[src/rtl/wbts_pkg.sv]
// types and constants of the white blob steering block
// no dependencies; used by every module of the block
package wbts_pkg;

   // fixed field widths
   localparam int WIDTH_BITS     = 13;
   localparam int LEVEL_BITS     = 8;
   localparam int SPEED_BITS     = 15;
   localparam int TURN_BITS      = 16;
   localparam int CNT_OUT_BITS   = 22;
   localparam int CSR_ADDR_BITS  = 4;
   localparam int CSR_DATA_BITS  = 32;

   // quotient of the shared divider: value in 0..32768
   localparam int QUO_BITS  = 16;
   localparam int STEP_BITS = 4;

   // floor(3*x/10) = (x * 157287) >> 19 for every 15-bit x
   localparam logic [17:0] SCALE_MUL   = 18'd157287;
   localparam int          SCALE_SHIFT = 19;

   localparam logic [SPEED_BITS-1:0] SPEED_SAT = 15'h7FFF;

   // register reset values
   localparam logic [WIDTH_BITS-1:0] WIDTH_RESET = 13'd640;
   localparam logic [LEVEL_BITS-1:0] LEVEL_RESET = 8'd255;
   localparam logic [SPEED_BITS-1:0] SPEED_RESET = 15'd6553;

   // register indexes (word address)
   localparam logic [1:0] CSR_IMAGE_WIDTH = 2'd0;
   localparam logic [1:0] CSR_WHITE_LEVEL = 2'd1;
   localparam logic [1:0] CSR_MAX_SPEED   = 2'd2;

   typedef struct packed {
      logic [7:0] red;
      logic [7:0] green;
      logic [7:0] blue;
      logic       frame_end;
   } pixel_type;

   typedef struct packed {
      logic [SPEED_BITS-1:0]       linear_speed;
      logic signed [TURN_BITS-1:0] turn_rate;
      logic                        ball_seen;
      logic [CNT_OUT_BITS-1:0]     left_pixels;
      logic [CNT_OUT_BITS-1:0]     mid_pixels;
      logic [CNT_OUT_BITS-1:0]     right_pixels;
   } result_type;

   typedef struct packed {
      logic [WIDTH_BITS-1:0] image_width;
      logic [LEVEL_BITS-1:0] white_level;
      logic [SPEED_BITS-1:0] max_forward_speed;
   } cfg_type;

   typedef struct packed {
      logic busy;
      logic done;
   } div_status_type;

   typedef enum logic [2:0] {
      S_IDLE,
      S_TURN_GO,
      S_TURN_WAIT,
      S_SPEED_GO,
      S_SPEED_WAIT,
      S_SCALE,
      S_DONE
   } seq_state_type;

endpackage

[src/rtl/wbts_csr.sv]
// configuration registers of the white blob steering block, apb-style port
// depends on wbts_pkg
module wbts_csr
   import wbts_pkg::*;
(
   input  logic                     clock,
   input  logic                     reset,
   input  logic                     csr_psel,
   input  logic                     csr_penable,
   input  logic                     csr_pwrite,
   input  logic [CSR_ADDR_BITS-1:0] csr_paddr,
   input  logic [CSR_DATA_BITS-1:0] csr_pwdata,
   output logic [CSR_DATA_BITS-1:0] csr_prdata,
   output logic                     csr_pready,
   output cfg_type                  cfg
);

   cfg_type    cfg_ff;
   cfg_type    cfg_in;
   logic       wr_en;
   logic [1:0] index;

   assign index      = csr_paddr[3:2];
   assign wr_en      = csr_psel && csr_penable && csr_pwrite;
   assign csr_pready = 1'b1;
   assign cfg        = cfg_ff;

   // register write decode
   always_comb begin
      cfg_in = cfg_ff;
      if (wr_en) begin
         unique case (index)
            CSR_IMAGE_WIDTH: cfg_in.image_width       = csr_pwdata[WIDTH_BITS-1:0];
            CSR_WHITE_LEVEL: cfg_in.white_level       = csr_pwdata[LEVEL_BITS-1:0];
            CSR_MAX_SPEED:   cfg_in.max_forward_speed = csr_pwdata[SPEED_BITS-1:0];
            default:         cfg_in = cfg_ff;
         endcase
      end
   end

   always_ff @(posedge clock) begin
      if (reset) begin
         cfg_ff.image_width       <= WIDTH_RESET;
         cfg_ff.white_level       <= LEVEL_RESET;
         cfg_ff.max_forward_speed <= SPEED_RESET;
      end else begin
         cfg_ff <= cfg_in;
      end
   end

   // read mux
   always_comb begin
      unique case (index)
         CSR_IMAGE_WIDTH: csr_prdata = CSR_DATA_BITS'(cfg_ff.image_width);
         CSR_WHITE_LEVEL: csr_prdata = CSR_DATA_BITS'(cfg_ff.white_level);
         CSR_MAX_SPEED:   csr_prdata = CSR_DATA_BITS'(cfg_ff.max_forward_speed);
         default:         csr_prdata = '0;
      endcase
   end

endmodule

[src/rtl/wbts_tally.sv]
// column tracking and saturating left/mid/right white pixel counters
// depends on wbts_pkg
module wbts_tally
   import wbts_pkg::*;
#(
   parameter int MAX_WIDTH  = 4096,
   parameter int COUNT_BITS = 22
) (
   input  logic                  clock,
   input  logic                  reset,
   input  logic                  accept,
   input  pixel_type             pixel,
   input  cfg_type               cfg,
   output logic [COUNT_BITS-1:0] left_upd,
   output logic [COUNT_BITS-1:0] mid_upd,
   output logic [COUNT_BITS-1:0] right_upd
);

   localparam int EW   = $clog2(MAX_WIDTH + 1);
   localparam int CW   = $clog2(MAX_WIDTH);
   localparam int CMPW = EW + 2;

   logic [CW-1:0]         column_ff, column_in;
   logic [COUNT_BITS-1:0] left_ff, mid_ff, right_ff;
   logic [31:0]           width_ext;
   logic [EW-1:0]         width_eff;
   logic [CMPW-1:0]       col3, col_next, width2, width_cmp;
   logic                  hit, is_left, is_right;

   // effective width: zero acts as one, clamp at the maximum
   assign width_ext = 32'(cfg.image_width);
   always_comb begin
      if (width_ext == 32'd0) begin
         width_eff = EW'(1);
      end else if (width_ext > 32'(MAX_WIDTH)) begin
         width_eff = EW'(MAX_WIDTH);
      end else begin
         width_eff = EW'(width_ext);
      end
   end

   // thirds sort in exact integers
   assign width_cmp = CMPW'(width_eff);
   assign width2    = width_cmp << 1;
   assign col3      = (CMPW'(column_ff) << 1) + CMPW'(column_ff);
   assign is_left   = col3 < width_cmp;
   assign is_right  = col3 > width2;

   assign hit = accept && (pixel.red == cfg.white_level)
                && (pixel.green == cfg.white_level) && (pixel.blue == cfg.white_level);

   // counts including this pixel, saturating
   always_comb begin
      left_upd  = left_ff;
      mid_upd   = mid_ff;
      right_upd = right_ff;
      if (hit) begin
         if (is_left) begin
            if (left_ff != '1) left_upd = left_ff + 1'b1;
         end else if (is_right) begin
            if (right_ff != '1) right_upd = right_ff + 1'b1;
         end else begin
            if (mid_ff != '1) mid_upd = mid_ff + 1'b1;
         end
      end
   end

   // column wraps at the row end
   assign col_next = CMPW'(column_ff) + CMPW'(1);
   assign column_in = (col_next >= width_cmp) ? '0 : CW'(col_next);

   always_ff @(posedge clock) begin
      if (reset) begin
         column_ff <= '0;
         left_ff   <= '0;
         mid_ff    <= '0;
         right_ff  <= '0;
      end else if (accept) begin
         if (pixel.frame_end) begin
            column_ff <= '0;
            left_ff   <= '0;
            mid_ff    <= '0;
            right_ff  <= '0;
         end else begin
            column_ff <= column_in;
            left_ff   <= left_upd;
            mid_ff    <= mid_upd;
            right_ff  <= right_upd;
         end
      end
   end

endmodule

[src/rtl/wbts_div.sv]
// shared restoring divider, one quotient bit per cycle, for q1.15 ratios
// depends on wbts_pkg; needs dividend <= divisor, gives floor(dividend*2^15/divisor)
module wbts_div
   import wbts_pkg::*;
#(
   parameter int COUNT_BITS = 22
) (
   input  logic                  clock,
   input  logic                  reset,
   input  logic                  start,
   input  logic [COUNT_BITS-1:0] dividend,
   input  logic [COUNT_BITS+1:0] divisor,
   output logic [QUO_BITS-1:0]   quotient,
   output div_status_type        status
);

   localparam int TW = COUNT_BITS + 2;

   logic [TW-1:0]        rem_ff, rem_in, div_ff;
   logic [QUO_BITS-1:0]  quo_ff;
   logic [STEP_BITS-1:0] step_ff;
   logic                 busy_ff, done_ff;
   logic [TW:0]          cand, diff;
   logic                 qbit, last_step;

   // first step compares the dividend as is, later steps shift the remainder
   assign cand      = (step_ff == '0) ? {1'b0, rem_ff} : {rem_ff, 1'b0};
   assign diff      = cand - {1'b0, div_ff};
   assign qbit      = cand >= {1'b0, div_ff};
   assign rem_in    = qbit ? diff[TW-1:0] : cand[TW-1:0];
   assign last_step = step_ff == STEP_BITS'(QUO_BITS - 1);

   // control
   always_ff @(posedge clock) begin
      if (reset) begin
         busy_ff <= 1'b0;
         done_ff <= 1'b0;
         step_ff <= '0;
      end else begin
         done_ff <= busy_ff && last_step;
         if (start) begin
            busy_ff <= 1'b1;
            step_ff <= '0;
         end else if (busy_ff) begin
            step_ff <= step_ff + 1'b1;
            if (last_step) busy_ff <= 1'b0;
         end
      end
   end

   // datapath
   always_ff @(posedge clock) begin
      if (start) begin
         rem_ff <= TW'(dividend);
         div_ff <= divisor;
         quo_ff <= '0;
      end else if (busy_ff) begin
         rem_ff <= rem_in;
         quo_ff <= {quo_ff[QUO_BITS-2:0], qbit};
      end
   end

   assign quotient    = quo_ff;
   assign status.busy = busy_ff;
   assign status.done = done_ff;

endmodule

[src/rtl/white_blob_third_steering.sv]
// White blob steering block, top level.
// Input channel req_*: one rgb pixel per item in raster order, frame_end marks the
// last pixel of a frame. A pixel counts when all three channels equal white_level;
// it adds to the left, mid or right count by the third of the row its column is in.
// Ordinary pixels are taken one per cycle while req_ready is high. The frame-end
// item is counted, then the block runs two ratios through one shared divider and
// a 3/10 scale, in the sequencer states turn go, turn wait, speed go, speed wait,
// scale and done; req_ready stays low from the acceptance of the frame-end item
// until the result is loaded into the output register.
// Result channel rsp_*: one item per frame with linear_speed, turn_rate (q1.15),
// ball_seen and the three counts. The result sits in an output register; pixels of
// the next frame are taken while it waits. If the receiver still holds off the
// previous result when the next one is ready, the block waits with req_ready low.
// Configuration through the csr_* apb-style port: image_width, white_level and
// max_forward_speed at byte addresses 0, 4 and 8.
// Reset (synchronous) clears the column, counts and sequencer and loads the
// register defaults 640, 255 and 6553; no result is pending after reset.
// depends on wbts_pkg, wbts_csr, wbts_tally, wbts_div
module white_blob_third_steering
   import wbts_pkg::*;
#(
   parameter int MAX_WIDTH  = 4096,
   parameter int COUNT_BITS = 22
) (
   input  logic                     clock,
   input  logic                     reset,
   input  logic                     req_valid,
   output logic                     req_ready,
   input  pixel_type                req_data,
   output logic                     rsp_valid,
   input  logic                     rsp_ready,
   output result_type               rsp_data,
   input  logic                     csr_psel,
   input  logic                     csr_penable,
   input  logic                     csr_pwrite,
   input  logic [CSR_ADDR_BITS-1:0] csr_paddr,
   input  logic [CSR_DATA_BITS-1:0] csr_pwdata,
   output logic [CSR_DATA_BITS-1:0] csr_prdata,
   output logic                     csr_pready
);

   localparam int TW = COUNT_BITS + 2;
   localparam int LW = COUNT_BITS + 4;

   cfg_type               cfg;
   div_status_type        div_status;
   seq_state_type         state_ff, state_in;
   logic                  accept, frame_done;
   logic [COUNT_BITS-1:0] left_upd, mid_upd, right_upd;
   logic [COUNT_BITS-1:0] snap_left_ff, snap_mid_ff, snap_right_ff;
   logic [TW-1:0]         total;
   logic                  neg, total_zero;
   logic [COUNT_BITS-1:0] turn_diff, dividend;
   logic [QUO_BITS-1:0]   quotient;
   logic                  div_start, sel_turn, turn_take, speed_take, out_load;
   logic                  neg_ff, low_ff;
   logic [LW-1:0]         mid10, total3;
   logic [SPEED_BITS-1:0] mag, speed_clamp, speed_ff, scaled_ff, speed_out;
   logic [TURN_BITS-1:0]  turn_ff;
   logic [SPEED_BITS+17:0] scale_prod;
   result_type            rsp_ff, rsp_in;
   logic                  rsp_valid_ff;

   assign accept     = req_valid && req_ready;
   assign frame_done = accept && req_data.frame_end;

   wbts_csr u_csr (
      .clock       (clock),
      .reset       (reset),
      .csr_psel    (csr_psel),
      .csr_penable (csr_penable),
      .csr_pwrite  (csr_pwrite),
      .csr_paddr   (csr_paddr),
      .csr_pwdata  (csr_pwdata),
      .csr_prdata  (csr_prdata),
      .csr_pready  (csr_pready),
      .cfg         (cfg)
   );

   wbts_tally #(
      .MAX_WIDTH  (MAX_WIDTH),
      .COUNT_BITS (COUNT_BITS)
   ) u_tally (
      .clock     (clock),
      .reset     (reset),
      .accept    (accept),
      .pixel     (req_data),
      .cfg       (cfg),
      .left_upd  (left_upd),
      .mid_upd   (mid_upd),
      .right_upd (right_upd)
   );

   // frame counts held while the drive values are worked out
   always_ff @(posedge clock) begin
      if (frame_done) begin
         snap_left_ff  <= left_upd;
         snap_mid_ff   <= mid_upd;
         snap_right_ff <= right_upd;
      end
   end

   assign total      = TW'(snap_left_ff) + TW'(snap_mid_ff) + TW'(snap_right_ff);
   assign total_zero = total == '0;
   assign neg        = snap_right_ff > snap_left_ff;
   assign turn_diff  = neg ? snap_right_ff - snap_left_ff : snap_left_ff - snap_right_ff;
   assign dividend   = sel_turn ? turn_diff : snap_mid_ff;

   wbts_div #(
      .COUNT_BITS (COUNT_BITS)
   ) u_div (
      .clock    (clock),
      .reset    (reset),
      .start    (div_start),
      .dividend (dividend),
      .divisor  (total),
      .quotient (quotient),
      .status   (div_status)
   );

   // sequencer next state
   always_comb begin
      state_in = state_ff;
      unique case (state_ff)
         S_IDLE:       if (frame_done) state_in = S_TURN_GO;
         S_TURN_GO:    state_in = S_TURN_WAIT;
         S_TURN_WAIT:  if (div_status.done) state_in = S_SPEED_GO;
         S_SPEED_GO:   state_in = S_SPEED_WAIT;
         S_SPEED_WAIT: if (div_status.done) state_in = S_SCALE;
         S_SCALE:      state_in = S_DONE;
         S_DONE:       if (!rsp_valid_ff || rsp_ready) state_in = S_IDLE;
         default:      state_in = S_IDLE;
      endcase
   end

   // sequencer outputs
   always_comb begin
      req_ready  = 1'b0;
      div_start  = 1'b0;
      sel_turn   = 1'b0;
      turn_take  = 1'b0;
      speed_take = 1'b0;
      out_load   = 1'b0;
      unique case (state_ff)
         S_IDLE:       req_ready = 1'b1;
         S_TURN_GO: begin
            div_start = 1'b1;
            sel_turn  = 1'b1;
         end
         S_TURN_WAIT:  turn_take = div_status.done;
         S_SPEED_GO:   div_start = 1'b1;
         S_SPEED_WAIT: speed_take = div_status.done;
         S_SCALE:      out_load = 1'b0;
         S_DONE:       out_load = !rsp_valid_ff || rsp_ready;
         default:      req_ready = 1'b0;
      endcase
   end

   always_ff @(posedge clock) begin
      if (reset) begin
         state_ff <= S_IDLE;
      end else begin
         state_ff <= state_in;
      end
   end

   // slow-down test: 10*mid < 3*total
   assign mid10  = (LW'(snap_mid_ff) << 3) + (LW'(snap_mid_ff) << 1);
   assign total3 = (LW'(total) << 1) + LW'(total);

   // turn magnitude saturates at 32767, speed clamps at the register
   assign mag         = quotient[QUO_BITS-1] ? SPEED_SAT : quotient[SPEED_BITS-1:0];
   assign speed_clamp = (quotient > QUO_BITS'(cfg.max_forward_speed))
                        ? cfg.max_forward_speed : quotient[SPEED_BITS-1:0];

   always_ff @(posedge clock) begin
      if (sel_turn) begin
         neg_ff <= neg;
      end
      if (state_ff == S_TURN_WAIT) begin
         low_ff <= mid10 < total3;
      end
      if (turn_take) begin
         turn_ff <= neg_ff ? TURN_BITS'(-{1'b0, mag}) : {1'b0, mag};
      end
      if (speed_take) begin
         speed_ff <= speed_clamp;
      end
      if (state_ff == S_SCALE) begin
         scaled_ff <= SPEED_BITS'(scale_prod[SPEED_BITS+17:SCALE_SHIFT]);
      end
   end

   // 3/10 scale by reciprocal multiply
   assign scale_prod = speed_ff * SCALE_MUL;
   assign speed_out  = low_ff ? scaled_ff : speed_ff;

   // result assembly
   always_comb begin
      rsp_in.linear_speed = total_zero ? '0 : speed_out;
      rsp_in.turn_rate    = total_zero ? '0 : turn_ff;
      rsp_in.ball_seen    = !total_zero;
      rsp_in.left_pixels  = CNT_OUT_BITS'(snap_left_ff);
      rsp_in.mid_pixels   = CNT_OUT_BITS'(snap_mid_ff);
      rsp_in.right_pixels = CNT_OUT_BITS'(snap_right_ff);
   end

   // output register
   always_ff @(posedge clock) begin
      if (reset) begin
         rsp_valid_ff <= 1'b0;
      end else if (out_load) begin
         rsp_valid_ff <= 1'b1;
      end else if (rsp_ready) begin
         rsp_valid_ff <= 1'b0;
      end
   end

   always_ff @(posedge clock) begin
      if (out_load) begin
         rsp_ff <= rsp_in;
      end
   end

   assign rsp_valid = rsp_valid_ff;
   assign rsp_data  = rsp_ff;

endmodule

[config.mk]
export PLATFORM = sky130hd
export DESIGN_NAME = white_blob_third_steering
export DESIGN_NICKNAME = d
export VERILOG_FILES = /design/src/rtl/wbts_pkg.sv /design/src/rtl/wbts_csr.sv /design/src/rtl/wbts_tally.sv /design/src/rtl/wbts_div.sv /design/src/rtl/white_blob_third_steering.sv
export SDC_FILE = /design/constraint.sdc
export NUM_CORES = 1
export LEC_CHECK = 0
export BUFFER_PORTS_ARGS = -buffer_cell sky130_fd_sc_hd__buf_2
export CAP_MARGIN = 40
export CORE_MARGIN = 2
export CORE_UTILIZATION = 40
export CTS_BUF_LIST = sky130_fd_sc_hd__clkbuf_8
export DETAILED_ROUTE_END_ITERATION = 7
export HOLD_SLACK_MARGIN = 0.02
export PLACE_DENSITY = 0.66
export SLEW_MARGIN = 15
export SYNTH_ARGS = -nofsm -noshare
export SYNTH_HDL_FRONTEND = slang
export SYNTH_SLANG_ARGS = --single-unit
[constraint.sdc]
create_clock -name clock -period 13.31 [get_ports clock]
set_clock_uncertainty 0.15 [all_clocks]
set_input_delay 1.9965 -clock clock [delete_from_list [all_inputs] [get_ports clock]]
set_output_delay 1.9965 -clock clock [all_outputs]
set_load 0.01 [all_outputs]
==> impl_results.md, run 1 <==
- Number of buffers on the longest clock path: 3
- Drt first-iter violations: 1,577
- CTS sink cnt: 399
- Post-placement cell count: 4,304
- Share of async-settable or async-resettable flops after synthesis: 0
- Longest individual stage delay on the worst path: 570 ps
- Worst min-delay path category: reg2reg
- Fmax: 0.148 GHz
- Average wire per standard cell: 18.7 um
- DRC Markers: 0
- Total Negative Setup Slacks: 0 ps
- Gpl congestion: 0.891
- Final Non-Filler Cells: 4,442
- End of the worst register-to-register path: low_ff
- # IOs: 201
- Clk pin slew, worst setup/hold paths: 60 ps
- Core ar.: 0.0762 mm^2
- Compound-cell area share of the yosys netlist: 0.158
- Setup fix buffers added after clock tree synthesis: 0
- Buffer type at the clock tree root: sky130_fd_sc_hd__clkbuf_8
- Power share of the clock group: 0.350
- First-pass GRT wire length: 128,000 um
- Cell type of the slowest stage on the worst timing path: sky130_fd_sc_hd__edfxtp_1
- Worst Reg2Reg Path Length in Cells: 27
- Vias: 24.1k
- Combinational family with the most area after synthesis: adder cells
- Count of unique library cells instantiated by Yosys: 99
- Finish-stage setup viols: 0
- Share of final-layout standard cells stronger than drive strength 1: 0.120
- GRT Total Usage: 0.208
- Final Hold Fails: 0
- Hold Crit Endpoint: u_div.rem_ff[23]
- Number of buffers added to fix hold violations after cts: 0
- Sequential element share of the synthesized area: 0.342
- TritonCTS clock tree: yes
- Cell area after synthesis: 0.0309 mm^2
- Avg Synthesized Cell Area: 9.68 um^2
- Via count normalized by instance count: 5.43
- Post-synthesis share of cell area spent on full adders, half adders and majority gates: 0.209
- Number of global-route vias before repair: 22.9k
- Maximum level of the CTS H-tree: 3
- Cell repeated most along the worst path: sky130_fd_sc_hd__a21o_1
- Dominant cell type by area after synthesis: sky130_fd_sc_hd__edfxtp_1
- PD cells: 106 mW/mm^2
- Cell depth of the worst hold path: 2
- Effective utilization at floorplan: 0.406
- Number of enable-type register cells in the synthesized netlist: 257
- Total congestion overflow after global routing: 0
- Number of CTS-inserted buffers: 73
- Worst-Skew Late Latency: 690 ps
- Vertical extent of the die: 282 um
- Net switching fraction of the power: 0.317
- Fin. max-slew vios: 0
- Max transition margin: 0.399
- Leading post-synthesis cells by cell area: sky130_fd_sc_hd__edfxtp_1, sky130_fd_sc_hd__ha_1, sky130_fd_sc_hd__dfxtp_1, sky130_fd_sc_hd__fa_1, sky130_fd_sc_hd__xnor2_1
- Max-cap check violation count: 0
- Simple logic cell fraction of the synthesized area: 0.142
- Primary flip-flop cell chosen by synthesis mapping: sky130_fd_sc_hd__edfxtp_1
- Worst voltage drop across the vdd grid: 0.0674 mV
- Most common cell after layout, fill and taps aside: sky130_fd_sc_hd__ha_1
- Worst endpoint data arrival time: 7090 ps
- NumNets Final: 3,873
- Data required time of the worst path: 13,640 ps
- Width of the die: 282 um
- Quantity of gates resized following cts: 0
- Tcrit/Tclk final: 0.508
- Post-DRT Antenna Nets: 0
- Outcome: finished, final reports clean
- Largest net degree at the start of global routing: 66
- Area fraction of the dominant cell type after synthesis: 0.250
- Internal power: 0.00250 W
- Number of synthesized register bits: 399
- Category of the most critical setup path: reg2reg
- Min cycle time layout: 6760 ps
- XOR/XNOR share of the synthesized area: 0.0557
- Register-to-register setup slack: 6550 ps
- Placement Cell Area: 0.0329 mm^2
- Setup repair after global routing missed its margin: no
- Fill cell total of the finished layout: 7,256
- Routed WL: 83,000 um
- Initial antenna violation count: 3
- Multiplexer area fraction after synthesis: 0.0412
- RR Startpoint: snap_mid_ff[1]
- Switching power: 0.00116 W
- Die area: 0.0795 mm^2
- Hold Slack: 341 ps
- HPWL reported at the end of detailed placement: 64,700 um
- IO Port Bufs: 163
- Final design instance area without fill: 0.0345 mm^2
- Leading cell types in the layout, fill and taps excluded: sky130_fd_sc_hd__ha_1, sky130_fd_sc_hd__inv_1, sky130_fd_sc_hd__edfxtp_1
- Part of the total power dissipated in sequential elements: 0.382
- Least-Margin Pin Slew: 899 ps
- Type of destination of the critical path: flip-flop
- Part of the total power dissipated in combinational logic: 0.268
- Post-synthesis cell count: 3,194
- Worst-path maximum fanout: 5
- Cell row count: 101
- Warnings from Yosys: 0
- HP Start: u_div.rem_ff[23]
- Critical Path Start Type: flip-flop
- Iteration count of the initial detailed-routing pass: 5
- Total leakage power: 15.0 nW
- Synth-to-layout area growth: 11.6%
logic make-up (layout without fill, tap and decap cells):
logic type / Yosys count / count (layout)
compound gates: 752 / 752
xor+xnor: 194 / 194
fa+ha+maj: 454 / 454
buf+inv: 408 / 609
flops: 399 / 399
mux: 121 / 121
other cells: 2 / 19
simple gates: 864 / 864
worst max-delay path by stage:
| stage | cells after the start | endpoint | start |
|---|---|---|---|
| floorplan | 20 | scaled_ff[11] | speed_ff[7] |
| global placement | 25 | low_ff | snap_mid_ff[4] |
| detailed placement | 21 | scaled_ff[13] | speed_ff[4] |
| CTS | 27 | low_ff | snap_mid_ff[1] |
| global route | 27 | low_ff | snap_mid_ff[1] |
| finish | 27 | low_ff | snap_mid_ff[1] |
synth_stat cells, types with 47 or more instances:
cell type / number
sky130_fd_sc_hd__nor2_1: 181
sky130_fd_sc_hd__mux2_2: 49
sky130_fd_sc_hd__mux2i_1: 70
sky130_fd_sc_hd__nand4_1: 47
sky130_fd_sc_hd__edfxtp_1: 257
sky130_fd_sc_hd__and2_1: 48
sky130_fd_sc_hd__nand2_1: 240
sky130_fd_sc_hd__a31oi_1: 54
sky130_fd_sc_hd__inv_1: 271
sky130_fd_sc_hd__xor2_1: 69
sky130_fd_sc_hd__clkbuf_1: 86
sky130_fd_sc_hd__fa_1: 103
sky130_fd_sc_hd__a21o_1: 88
sky130_fd_sc_hd__ha_1: 351
sky130_fd_sc_hd__xnor2_1: 122
sky130_fd_sc_hd__o21ai_0: 146
sky130_fd_sc_hd__a21oi_1: 206
sky130_fd_sc_hd__nand3_1: 72
sky130_fd_sc_hd__dfxtp_1: 142
registers in the layout (all words and copies together), names as in the netlist, 22 cells and up:
| signal | cells |
|---|---|
| snap_right_ff | 22 |
| u_tally.left_ff | 22 |
| u_tally.right_ff | 22 |
| u_div.rem_ff | 24 |
| rsp_data | 98 |
| u_div.div_ff | 24 |
| u_tally.mid_ff | 22 |
| snap_mid_ff | 22 |
| snap_left_ff | 22 |
| u_csr.cfg | 36 |
power groups by stage:
| stage | Clock, W | Combinational, W | Sequential [W] |
|---|---|---|---|
| 2_1_floorplan | 0 | 0.000741 | 0.00140 |
| 3_3_place_gp | 0 | 0.000944 | 0.00142 |
| 3_5_place_dp | 0 | 0.000964 | 0.00142 |
| 4_1_cts | 0.00132 | 0.000973 | 0.00140 |
| 5_1_grt | 0.00137 | 0.00110 | 0.00140 |
| 6_report | 0.00128 | 0.000980 | 0.00140 |
per-layer routing:
metal	vias to the layer above	wire length, um	track usage
met5	-	0	0
met4	0	2030	0.0601
met3	116	5270	0.0314
met2	715	36600	0.326
met1	11500	39000	0.296
li1	11800	-	-
per-stage QoR:
stage | util | worst slack (ps) | power, W
3_5_place_dp | 0.431 | 6630 | 0.00239
4_1_cts | 0.452 | 6590 | 0.00369
3_3_place_gp | 0.430 | 6650 | 0.00237
6_report | 0.453 | 6550 | 0.00366
2_1_floorplan | - | 7350 | 0.00214
5_1_grt | 0.453 | 6140 | 0.00387
critical path: cells and delay by family (launching register included):
family,cells,cell delay [ps]
buffers and inverters,2,220
AND/OR/NAND/NOR,4,470
flip-flops,1,570
XOR/XNOR,2,500
AO/OA/AOI/OAI,15,3300
adder cells (fa/ha/maj),4,1360
layout make-up:
class	instances	area (um^2)	share of cell area
diodes	1	2.50	0.0000725
clock buffers	84	1160	0.0335
clock inverters	51	442	0.0128
inverters	276	1040	0.0300
multi-input cells	2403	18800	0.546
flip-flops and latches	399	10600	0.306
well taps	1030	1290	0.0374
repair buffers	198	1170	0.0340
(Power assumes the default switching activity.)
==> run 2, diff against run 1 <==
PLACE_DENSITY = 0.68   (was 0.66)
clock period = 5.8 ns   (was 13.31 ns; I/O delays follow)
==> impl_results.md, run 2 (synthesis results as in run 1) <==
- Number of CTS-inserted buffers: 70 (-4.1%)
- Outcome: finished, violations left
- Vias: 25.3k (+5.0%)
- Tcrit/Tclk final: 1.02 (+0.511)
- CTS sink cnt: 399 (unchanged)
- Fmax: 0.169 GHz (+14%)
- Worst-path maximum fanout: 3 (-2)
- Category of the most critical setup path: reg2reg
- Clk pin slew, worst setup/hold paths: 60 ps (about the same)
- Routed WL: 88,000 um (+6.1%)
- Fin. max-slew vios: 0 (unchanged)
- Average wire per standard cell: 18.9 um (+1.2%)
- Largest net degree at the start of global routing: 59 (-11%)
- Worst Reg2Reg Path Length in Cells: 19 (-30%)
- Number of buffers on the longest clock path: 3 (unchanged)
- Most common cell after layout, fill and taps aside: sky130_fd_sc_hd__ha_1
- Share of final-layout standard cells stronger than drive strength 1: 0.196 (+0.0763)
- Setup repair after global routing missed its margin: yes
- Via count normalized by instance count: 5.44 (+0.19%)
- Violated checks: negative setup slack
- Final Hold Fails: 0 (unchanged)
- Max-cap check violation count: 0 (unchanged)
- Critical Path Start Type: flip-flop
- Cell row count: 101 (unchanged)
- First-pass GRT wire length: 135,000 um (+5.1%)
- Vertical extent of the die: 282 um (unchanged)
- IO Port Bufs: 163 (unchanged)
- Finish-stage setup viols: 4 (+4)
- Leading cell types in the layout, fill and taps excluded: sky130_fd_sc_hd__ha_1, sky130_fd_sc_hd__inv_1, sky130_fd_sc_hd__edfxtp_1
- Worst min-delay path category: in2reg
- Worst endpoint data arrival time: 6150 ps (-940 ps)
- Core ar.: 0.0762 mm^2 (unchanged)
- Data required time of the worst path: 6040 ps (-7600 ps)
- Buffer type at the clock tree root: sky130_fd_sc_hd__clkbuf_8
- Worst-Skew Late Latency: 720 ps (+30 ps)
- Die area: 0.0795 mm^2 (unchanged)
- Post-DRT Antenna Nets: 0 (unchanged)
- Least-Margin Pin Slew: 839 ps (-60.4 ps)
- Initial antenna violation count: 2 (-1)
- Final critical-path setup slack: -107 ps (-6660 ps)
- GRT Total Usage: 0.219 (+0.0112)
- Width of the die: 282 um (unchanged)
- Effective utilization at floorplan: 0.406 (unchanged)
- Drt first-iter violations: 1,899 (+20%)
- Post-place setup slack: -305 ps (-6940 ps)
- Iteration count of the initial detailed-routing pass: 6 (+1)
- Cell depth of the worst hold path: 3 (+1)
- Max transition margin: 0.441 (+0.0415)
- Hold Slack: 265 ps (-76.6 ps)
- Max reg flops: 98 (unchanged)
- Total congestion overflow after global routing: 0 (unchanged)
- Gpl congestion: 0.949 (+6.5%)
- TritonCTS clock tree: yes
- # IOs: 201 (unchanged)
- DRC Markers: 0 (unchanged)
- Worst voltage drop across the vdd grid: 0.149 mV (+120%)
- Type of destination of the critical path: flip-flop
- HPWL reported at the end of detailed placement: 68,400 um (+5.7%)
- NumNets Final: 4,090 (+5.6%)
- Synth-to-layout area growth: 18.1%
- Min cycle time layout: 5910 ps (-853 ps)
- Number of global-route vias before repair: 24.2k (+5.6%)
- Maximum level of the CTS H-tree: 3 (unchanged)
- PD cells: 233 mW/mm^2 (+120%)
- Total leakage power: 16.0 nW (+6.8%)
- Total Negative Setup Slacks: -208 ps (-208 ps)
-- run 2: power breakdown --
group          internal (W)  switching [W]  total [W]
Clock               0.00138        0.00132    0.00270
Sequential          0.00312      0.0000629    0.00318
Combinational       0.00120        0.00143    0.00263
Total               0.00570        0.00281    0.00851
-- run 2: final cells by class --
type,instances,area [um^2]
multi-input combinational,2403,19400
sequential,399,10600
tap,1030,1290
clock buffer,80,1100
clock inverter,48,327
timing repair buffer,418,2830
inverter,276,1040
antenna,1,2.50
fill,7054,39700
-- run 2: through the flow --
| stage | power (W) | area [um^2] | util | instances |
|---|---|---|---|---|
| 2_1_floorplan | 0.00492 | 31000 | - | 3210 |
| 3_3_place_gp | 0.00567 | 34300 | 0.451 | 4508 |
| 3_5_place_dp | 0.00571 | 34500 | 0.452 | 4515 |
| 4_1_cts | 0.00848 | 36300 | 0.476 | 4644 |
| 5_1_grt | 0.00900 | 36500 | 0.479 | 4655 |
| 6_report | 0.00851 | 36500 | 0.479 | 4655 |
-- run 2: path summary, 6_finish.rpt --
path	from	to	slack (ps)
setup / recovery	speed_ff[14]	scaled_ff[11]	-110
hold / removal	csr_pwdata[9]	u_csr.cfg[32]	260
setup reg to reg	speed_ff[14]	scaled_ff[11]	-110
hold reg to reg	u_csr.cfg[35]	u_csr.cfg[35]	330
-- run 2: what timing repair did --
action,4_1_cts,5_1_grt
pin swaps,63,52
setup endpoints to repair,7,9
buffers inserted,2,13
hold buffers,0,0
endpoints found under the hold margin,0,0
gates resized for setup,78,35
-- run 2: routing by layer --
metal	part of all wire	track usage	wire length, um	vias up
met4	0.027	0.0731	2410	0
met2	0.44	0.341	38800	802
met5	0	0	0	-
met3	0.068	0.0319	6010	138
li1	-	-	-	12200
met1	0.46	0.311	40700	12200
-- run 2: critical path: stages, from the launching register on --
cell                        delay (ps)
sky130_fd_sc_hd__edfxtp_1          410
sky130_fd_sc_hd__fa_1              560
sky130_fd_sc_hd__inv_2              40
sky130_fd_sc_hd__fa_2              420
sky130_fd_sc_hd__fa_1              540
sky130_fd_sc_hd__inv_2              50
sky130_fd_sc_hd__fa_2              580
sky130_fd_sc_hd__fa_2              460
sky130_fd_sc_hd__ha_4              240
sky130_fd_sc_hd__ha_4              280
sky130_fd_sc_hd__nand4_1           160
sky130_fd_sc_hd__a2111oi_4         370
sky130_fd_sc_hd__o211ai_1          240
sky130_fd_sc_hd__a21oi_2           230
sky130_fd_sc_hd__a41o_1            260
sky130_fd_sc_hd__o221a_4           220
sky130_fd_sc_hd__o21a_1            130
sky130_fd_sc_hd__o21a_1            150
sky130_fd_sc_hd__nor2_2             50
sky130_fd_sc_hd__xnor2_1           120
